[src/rtl/dmc_pkg.sv]
// ============================================================================
// dmc_pkg: shared types and codes for the depth-first maze carver
// Item and result layouts, event and action codes, and the command and
// status groups between the carver controller and its datapath.
// ============================================================================
package dmc_pkg;

    localparam int SIDE_W = 6;

    typedef struct packed {
        logic        action;
        logic [14:0] random_value;
    } t_in_item;

    typedef struct packed {
        logic [1:0] event_kind;
        logic [6:0] wall_x;
        logic [6:0] wall_y;
        logic [4:0] cur_x;
        logic [4:0] cur_y;
        logic [9:0] remaining;
        logic       finished;
    } t_out_item;

    localparam logic ACT_START = 1'b0;
    localparam logic ACT_STEP  = 1'b1;

    localparam logic [1:0] EV_START = 2'd0;
    localparam logic [1:0] EV_CARVE = 2'd1;
    localparam logic [1:0] EV_BACK  = 2'd2;
    localparam logic [1:0] EV_IDLE  = 2'd3;

    localparam logic [1:0] RD_CUR  = 2'd0;
    localparam logic [1:0] RD_DOWN = 2'd1;
    localparam logic [1:0] RD_UP   = 2'd2;

    typedef struct packed {
        logic       load;
        logic       clr_init;
        logic       clr_step;
        logic       start_commit;
        logic       rd_en;
        logic [1:0] rd_sel;
        logic       latch_c;
        logic       latch_d;
        logic       carve;
        logic       pop_rd;
        logic       emit_back;
        logic       pop_load;
        logic       emit_idle;
    } t_dp_cmd;

    typedef struct packed {
        logic clr_last;
        logic has_move;
        logic stack_nz;
        logic rem_zero;
        logic out_free;
    } t_dp_sts;

endpackage

[src/rtl/dmc_ctrl.sv]
// ============================================================================
// dmc_ctrl: sequencing state machine of the maze carver
// Accepts items, runs the visited-map clear sweep, the three row reads of a
// step, the carve or backtrack decision and the stack pop.
// ============================================================================
module dmc_ctrl (
    input  logic              i_clk,
    input  logic              i_rst_n,
    input  logic              i_in_valid,
    input  logic              i_in_action,
    output logic              o_in_stall,
    output dmc_pkg::t_dp_cmd  o_cmd,
    input  dmc_pkg::t_dp_sts  i_sts
);
    import dmc_pkg::*;

    localparam logic [2:0] S_IDLE = 3'd0;
    localparam logic [2:0] S_CLR  = 3'd1;
    localparam logic [2:0] S_FIN  = 3'd2;
    localparam logic [2:0] S_RD_C = 3'd3;
    localparam logic [2:0] S_RD_D = 3'd4;
    localparam logic [2:0] S_RD_U = 3'd5;
    localparam logic [2:0] S_EVAL = 3'd6;
    localparam logic [2:0] S_POP  = 3'd7;

    logic [2:0] r_state;
    logic [2:0] n_state;
    logic       w_accept;

    assign w_accept   = i_in_valid && (r_state == S_IDLE);
    assign o_in_stall = (r_state != S_IDLE);

    always_comb begin
        o_cmd   = '0;
        n_state = r_state;
        case (r_state)
            S_IDLE: begin
                if (i_in_valid) begin
                    o_cmd.load = 1'b1;
                    if (i_in_action == ACT_START) begin
                        o_cmd.clr_init = 1'b1;
                        n_state        = S_CLR;
                    end else if (i_sts.rem_zero) begin
                        n_state = S_FIN;
                    end else begin
                        n_state = S_RD_C;
                    end
                end
            end
            S_CLR: begin
                o_cmd.clr_step = 1'b1;
                if (i_sts.clr_last && i_sts.out_free) begin
                    o_cmd.start_commit = 1'b1;
                    n_state            = S_IDLE;
                end
            end
            S_FIN: begin
                if (i_sts.out_free) begin
                    o_cmd.emit_idle = 1'b1;
                    n_state         = S_IDLE;
                end
            end
            S_RD_C: begin
                o_cmd.rd_en  = 1'b1;
                o_cmd.rd_sel = RD_CUR;
                n_state      = S_RD_D;
            end
            S_RD_D: begin
                o_cmd.rd_en   = 1'b1;
                o_cmd.rd_sel  = RD_DOWN;
                o_cmd.latch_c = 1'b1;
                n_state       = S_RD_U;
            end
            S_RD_U: begin
                o_cmd.rd_en   = 1'b1;
                o_cmd.rd_sel  = RD_UP;
                o_cmd.latch_d = 1'b1;
                n_state       = S_EVAL;
            end
            S_EVAL: begin
                if (i_sts.out_free) begin
                    if (i_sts.has_move) begin
                        o_cmd.carve = 1'b1;
                        n_state     = S_IDLE;
                    end else if (i_sts.stack_nz) begin
                        o_cmd.pop_rd = 1'b1;
                        n_state      = S_POP;
                    end else begin
                        o_cmd.emit_back = 1'b1;
                        n_state         = S_IDLE;
                    end
                end
            end
            S_POP: begin
                if (i_sts.out_free) begin
                    o_cmd.pop_load = 1'b1;
                    n_state        = S_IDLE;
                end
            end
            default: begin
                n_state = S_IDLE;
            end
        endcase
    end

    always_ff @(posedge i_clk) begin
        if (!i_rst_n) begin
            r_state <= S_IDLE;
        end else begin
            r_state <= n_state;
        end
    end

    a_step_reads_rows: assert property (@(posedge i_clk) disable iff (!i_rst_n)
        (w_accept && i_in_action == ACT_STEP && !i_sts.rem_zero) |=> r_state == S_RD_C)
        else $error("step did not start the row reads");

    a_one_outcome: assert property (@(posedge i_clk) disable iff (!i_rst_n)
        $onehot0({o_cmd.carve, o_cmd.pop_rd, o_cmd.emit_back, o_cmd.pop_load,
                  o_cmd.emit_idle, o_cmd.start_commit}))
        else $error("more than one outcome in a cycle");

    a_eval_after_reads: assert property (@(posedge i_clk) disable iff (!i_rst_n)
        (r_state == S_EVAL) |-> ($past(r_state) == S_RD_U || $past(r_state) == S_EVAL))
        else $error("evaluation entered without the row reads");

endmodule

[config.mk]
export PLATFORM = sky130hd
export DESIGN_NAME = dmc_ctrl
export DESIGN_NICKNAME = d
export VERILOG_FILES = /design/src/rtl/dmc_pkg.sv /design/src/rtl/dmc_ctrl.sv
export SDC_FILE = /design/constraint.sdc
export NUM_CORES = 1
export LEC_CHECK = 0
export CELL_PAD_IN_SITES_DETAIL_PLACEMENT = 1
export CELL_PAD_IN_SITES_GLOBAL_PLACEMENT = 2
export CORE_MARGIN = 2
export CORE_UTILIZATION = 23
export CTS_BUF_LIST = sky130_fd_sc_hd__clkbuf_8 sky130_fd_sc_hd__clkbuf_16
export DETAILED_ROUTE_END_ITERATION = 10
export DONT_BUFFER_PORTS = 1
export PLACE_DENSITY = 0.66
export SLEW_MARGIN = 20
export SYNTH_ARGS = -nofsm -noshare
export SYNTH_HDL_FRONTEND = slang
export SYNTH_SLANG_ARGS = --single-unit
[constraint.sdc]
create_clock -name i_clk -period 1.5 [get_ports i_clk]
set_clock_uncertainty 0.15 [all_clocks]
set_input_delay 0.075 -clock i_clk [delete_from_list [all_inputs] [get_ports i_clk]]
set_output_delay 0.075 -clock i_clk [all_outputs]
set_load 0.005 [all_outputs]
==> results of run 1 <==
==> logic make-up after synthesis <==
family	synth area share (%)
AND/OR/NAND/NOR	57.0
AO/OA/AOI/OAI	15.2
buffers and inverters	9.50
flip-flops	18.3
==> synth_stat cells <==
cell,count
or4_1,1
or3_1,1
nor3_1,3
nand3b_1,2
nor4_1,1
nor2b_1,2
nand2_1,3
nand2b_1,2
a21oi_1,1
dfxtp_1,3
buf_2,1
o21ai_0,2
buf_4,3
nand3_1,2
a32o_1,1
nor3b_1,3
a221o_1,1
nor2_1,4
and2_1,2
inv_1,1
nor4bb_1,1
a21boi_1,2
and3_1,2
and3b_2,1
and2b_2,1
==> stage by stage <==
stage	total power, µW	utilization [%]	setup TNS (ns)	worst slack, ns
floorplan	218	-	0	0.0497
global placement	276	30.0	-0.0348	-0.0348
detailed placement	276	30.0	-0.0687	-0.0687
CTS	526	36.4	0	0.000931
global route	576	38.1	-0.0826	-0.0330
finish	535	38.1	0	0.0267
==> layout make-up <==
| type | count | area [µm²] | area share (%) |
|---|---|---|---|
| Clock buffer | 3 | 41.3 | 8.23 |
| Clock inverter | 1 | 3.75 | 0.748 |
| Inverter | 1 | 3.75 | 0.748 |
| Multi-Input combinational cell | 38 | 269 | 53.6 |
| Sequential cell | 3 | 68.8 | 13.7 |
| Tap cell | 15 | 18.8 | 3.74 |
| Timing Repair Buffer | 12 | 96.3 | 19.2 |
==> worst max-delay path by stage <==
stage	start	endpoint	depth (start not counted)
final	r_state[0]	r_state[0]	4
after global routing	r_state[0]	r_state[0]	4
after CTS	r_state[1]	r_state[0]	4
after detailed placement	r_state[2]	r_state[0]	4
after global placement	r_state[0]	r_state[0]	4
after floorplan	r_state[0]	r_state[0]	4
==> timing repair <==
action / in CTS / in global routing
gates resized for setup: 7 / 6
setup buffers: 1 / 0
hold endpoints to repair: 3 / 0
endpoints found under the setup margin: 1 / 3
pin swaps: 1 / 2
hold buffers: 1 / 0
==> report_power, final <==
| group | switching [µW] | internal (µW) | leakage (µW) |
|---|---|---|---|
| Clock | 50.6 | 174 | 0.0000269 |
| Sequential | 15.8 | 94.3 | 0.0000264 |
| Combinational | 86.1 | 114 | 0.000169 |
==> per-layer routing <==
metal  GRT usage (%)  share of wire [%]  vias up
met5               0                  0        -
met1            16.4                 43      173
li1                -                  -      191
met4            2.58                  0        0
met3            4.35                6.2        0
met2            23.1                 50       12
==> out/results.ini, run 1 <==
[status]
run_status=finished, final reports clean

[min_path]
min-delay-start=i_sts[3]
min_path_cells=1
holdPathEnd=o_cmd[3]
holdCritPathClass=input port to primary output

[route]
num_vias=376
initialDrtViolationCount=0
post_drt_wl_per_cell_um=14.4
vias_per_cell=5.15
wirelength_mm=1.05
ant_nets=0
firstDrtPassIters=1
drc=0

[final_layout]
final_cell_count_no_fill=73
largest_reg_flops=3
largestRegisters=r_state x3
most-common-layout-cells=buf_4 (10), nor2_1 (3), nor3_1 (3), nand2_1 (3), clkbuf_8 (3)
diodes=0
fin_nets=68
top_register=r_state
layout-drive-gt1-share_pct=44.8
final.fill_count=168
syn_to_final_growth_pct=52.5
final_common_cell=buf_4
final_cell_area_um2=502

[synthesis]
synth_area_leaders=dfxtp_1 (18%), buf_4 (6.8%), nor3b_1 (6.8%)
synth_top_area_share_pct=18.3
synth_seq_cells=3
synth.cell_area_um2=329
synthesis.nets=55
ys_warn_count=0
avgSynthCellArea_um2=7.15
postSynthCellCount=46
post_synth_num_cell_types=25
synth_area_leader_cell=dfxtp_1
synth-seq-area-share_pct=18.3

[setup_path]
cp.required_ns=1.49
ff2ff_path_depth=4
crit_path_top_delay_cell=or4_1
startpoint_type=flip-flop
worstPathMaxFanout=6
reg2reg_from=r_state[0]
r2r_setup_slack_ns=0.03
critical-path-max-stage-delay_ns=0.46
path_buf_inv=0
cp_top_family=simple AND/OR/NAND/NOR gates
worstSetupEndpointType=flip-flop
arrival_ns=1.46
path_cells=nand2b_4 > and3_4 > or4_1 > a21boi_1
path_class=flip-flop to flip-flop
r2r_end=r_state[0]

[global_route]
grt_pass1_vias=411
grt.total_usage_pct=13.5
grt_start_max_net_pins=11
antenna_found_initial=0
globalRoute.totalOverflow=0
grt_pass1_wl_mm=1.86

[die]
fp-row-count=13
core_region_area_um2=1320
start_util_pct=25.0
num_io_pins=24
die-area_um2=1750
fp.dieW_um=41.8
die-height_um=41.8

[sta]
setup_viol=0
max_freq_ghz=0.679
worst_pin_slew_ns=0.355
finalCritPeriodShare_pct=98.2
whs_ns=0.0263
slew_violations=0
rsz0062_at_grt=yes
finalHoldViolations=0
finalCriticalPeriod_ns=1.47
max_slew_margin_pct=76.1

[clock_tree]
cts_num_sinks=3
root_buffer=clkbuf_8
cts-buffers-inserted=3
cts-htree-levels=1
clk_latency_ns=0.21
clockBufferDepth=2
clk_pin_slew_worst_paths_ns=0.03
cts_tree=yes

[place]
detailedPlacementHpwl_um=805
dpl_cell_area_um2=395
gp_congestion=0.761
dp_cells=67
port_buffers=0

[pwr]
leakage_uw=0.000222
power_density_nw_per_um2=1070
vdd_drop_max_mv=0.897

[flow_run]
drv_cap=0

Power figures use the tool's default switching activity.
==> run 2, diff against run 1 <==
--- a/config.mk
+++ b/config.mk
@@ -6,13 +6,13 @@
 export NUM_CORES = 1
 export LEC_CHECK = 0
 export CELL_PAD_IN_SITES_DETAIL_PLACEMENT = 1
-export CELL_PAD_IN_SITES_GLOBAL_PLACEMENT = 2
-export CORE_MARGIN = 2
-export CORE_UTILIZATION = 23
+export CELL_PAD_IN_SITES_GLOBAL_PLACEMENT = 1
+export CORE_AREA = 2 2 39 41
 export CTS_BUF_LIST = sky130_fd_sc_hd__clkbuf_8 sky130_fd_sc_hd__clkbuf_16
 export DETAILED_ROUTE_END_ITERATION = 10
+export DIE_AREA = 0 0 41 43
 export DONT_BUFFER_PORTS = 1
-export PLACE_DENSITY = 0.66
+export PLACE_DENSITY = 0.55
 export SLEW_MARGIN = 20
 export SYNTH_ARGS = -nofsm -noshare
 export SYNTH_HDL_FRONTEND = slang
==> out/results.ini, run 2 (synthesis gave the netlist of run 1 again) <==
[setup_path]
startpoint_type=flip-flop
path_class=flip-flop to flip-flop
cp.required_ns=1.49  ; about the same
worstSetupEndpointType=flip-flop
arrival_ns=1.49  ; +0.03 ns
worstPathMaxFanout=8  ; +2

[sta]
setup_viol=1  ; +1
totalNegativeSetupSlack_ns=-0.00136  ; -0.00136 ns
finalCriticalPeriod_ns=1.50  ; +0.0281 ns
whs_ns=0.00581  ; -0.0205 ns
finalCritPeriodShare_pct=100  ; +1.9 points
max_slew_margin_pct=77.2  ; +1.0 points
worst_pin_slew_ns=0.338  ; -0.0167 ns
slew_violations=0  ; unchanged
max_freq_ghz=0.666  ; -1.9%
finalHoldViolations=0  ; unchanged
rsz0062_at_grt=yes
setup_slack_ns=-0.00136  ; -0.0281 ns

[clock_tree]
cts-buffers-inserted=3  ; unchanged
clk_pin_slew_worst_paths_ns=0.03  ; about the same
root_buffer=clkbuf_8
cts-htree-levels=1  ; unchanged
clockBufferDepth=2  ; unchanged
cts_tree=yes
cts_num_sinks=3  ; unchanged
clk_latency_ns=0.22  ; about the same

[final_layout]
utilization_pct=39.6  ; +1.5 points
fin_nets=74  ; +8.8%
final_cell_count_no_fill=80  ; +9.6%
syn_to_final_growth_pct=66.5
final_common_cell=buf_4
layout-drive-gt1-share_pct=46.9  ; +2.0 points
largestRegisters=r_state x3
diodes=0  ; unchanged
final_cell_area_um2=548  ; +9.2%
largest_reg_flops=3  ; unchanged
most-common-layout-cells=buf_4 (14), nor2_1 (3), nand2_1 (3), clkbuf_8 (3)
top_register=r_state

[route]
num_vias=402  ; +6.9%
firstDrtPassIters=3  ; +2
initialDrtViolationCount=3  ; +3
wirelength_mm=1.12  ; +7.0%
post_drt_wl_per_cell_um=14.0  ; -2.4%
vias_per_cell=5.03  ; -2.4%
ant_nets=0  ; unchanged
drc=0  ; unchanged

[pwr]
power_density_nw_per_um2=1040  ; -2.5%
p_clk_share_pct=41.1  ; -0.9 points
vdd_drop_max_mv=0.558  ; -38%
leakage_uw=0.000250  ; +12%
p_sw_uw=167  ; +9.4%
seqPwrFrac_pct=20.3  ; -0.3 points
swShare_pct=29.3  ; +0.77 points
pwr-share-comb_pct=38.5  ; +1.0 points
p_int_uw=403  ; +5.4%

[status]
violations=negative setup slack
run_status=complete, but fails checks

[min_path]
holdCritPathClass=input port to flip-flop

[place]
dp_cells=72  ; +7.5%
gp_congestion=0.756  ; -0.70%
port_buffers=0  ; unchanged
dpl_cell_area_um2=427  ; +7.9%
detailedPlacementHpwl_um=844  ; +4.9%

[die]
core_region_area_um2=1380  ; +5.0%
die-height_um=43  ; +2.8%
num_io_pins=24  ; unchanged
fp-row-count=14  ; +1
start_util_pct=23.8  ; -1.2 points
die-area_um2=1760  ; +0.78%
fp.dieW_um=41  ; -2.0%

[flow_run]
drv_cap=0  ; unchanged

[global_route]
grt.total_usage_pct=14.9  ; +1.4 points
globalRoute.totalOverflow=0  ; unchanged
grt_start_max_net_pins=9  ; -2
antenna_found_initial=0  ; unchanged
grt_pass1_vias=411  ; unchanged
grt_pass1_wl_mm=1.72  ; -7.8%

[run 2: cell count changes in the layout (fill, tap and decap cells not counted), sizes merged]
cell and delta:
buf +5, dlygate4sd3 +1
[run 2: stage by stage]
stage / setup WS, ns / power, µW
3_3_place_gp: -0.109 / 299
4_1_cts: 0.000925 / 576
6_report: -0.00136 / 570
5_1_grt: -0.0808 / 611
2_1_floorplan: 0.0497 / 218
3_5_place_dp: -0.0937 / 304
[run 2: timing repair]
action	CTS	global route
hold buffers	2	0
hold endpoints to repair	3	0
setup endpoints to repair	4	5
pin swaps	2	2
buffers inserted	2	0
gates resized for setup	12	1
[run 2: layout make-up]
class / count / area [µm²]
clock buffer: 3 / 41.3
inverter: 1 / 3.75
fill: 174 / 836
clock inverter: 1 / 3.75
sequential: 3 / 68.8
tap: 16 / 20.0
multi-input combinational: 38 / 263
timing repair buffer: 18 / 148
[run 2: final timing paths]
check                  start    endpoint  slack (ns)  cells after the start
setup / recovery  r_state[0]  r_state[0]      -0.001                      4
hold / removal      i_sts[3]  r_state[2]       0.006                      3
hold reg to reg   r_state[2]  r_state[2]        0.39                      2
setup reg to reg  r_state[0]  r_state[0]      -0.001                      4
[run 2: critical path, stage by stage (launching register included)]
cell	delay, ns
dfxtp_4	0.36
nand2b_4	0.14
and3_1	0.19
or4_1	0.47
a21boi_1	0.12
[run 2: power groups by stage]
stage / logic [µW] / clock network (µW) / registers (µW)
global route: 242 / 249 / 119
detailed placement: 193 / 0 / 111
finish: 220 / 235 / 116
CTS: 219 / 241 / 116
floorplan: 118 / 0 / 100
global placement: 188 / 0 / 111
[run 2: layer usage]
layer	GRT usage [%]	part of all wire (%)	vias to the layer above
li1	-	-	200
met1	16.1	40	190
met2	23.1	52	12
met3	6.28	7.6	0
met4	8.00	0	0
met5	0	0	-
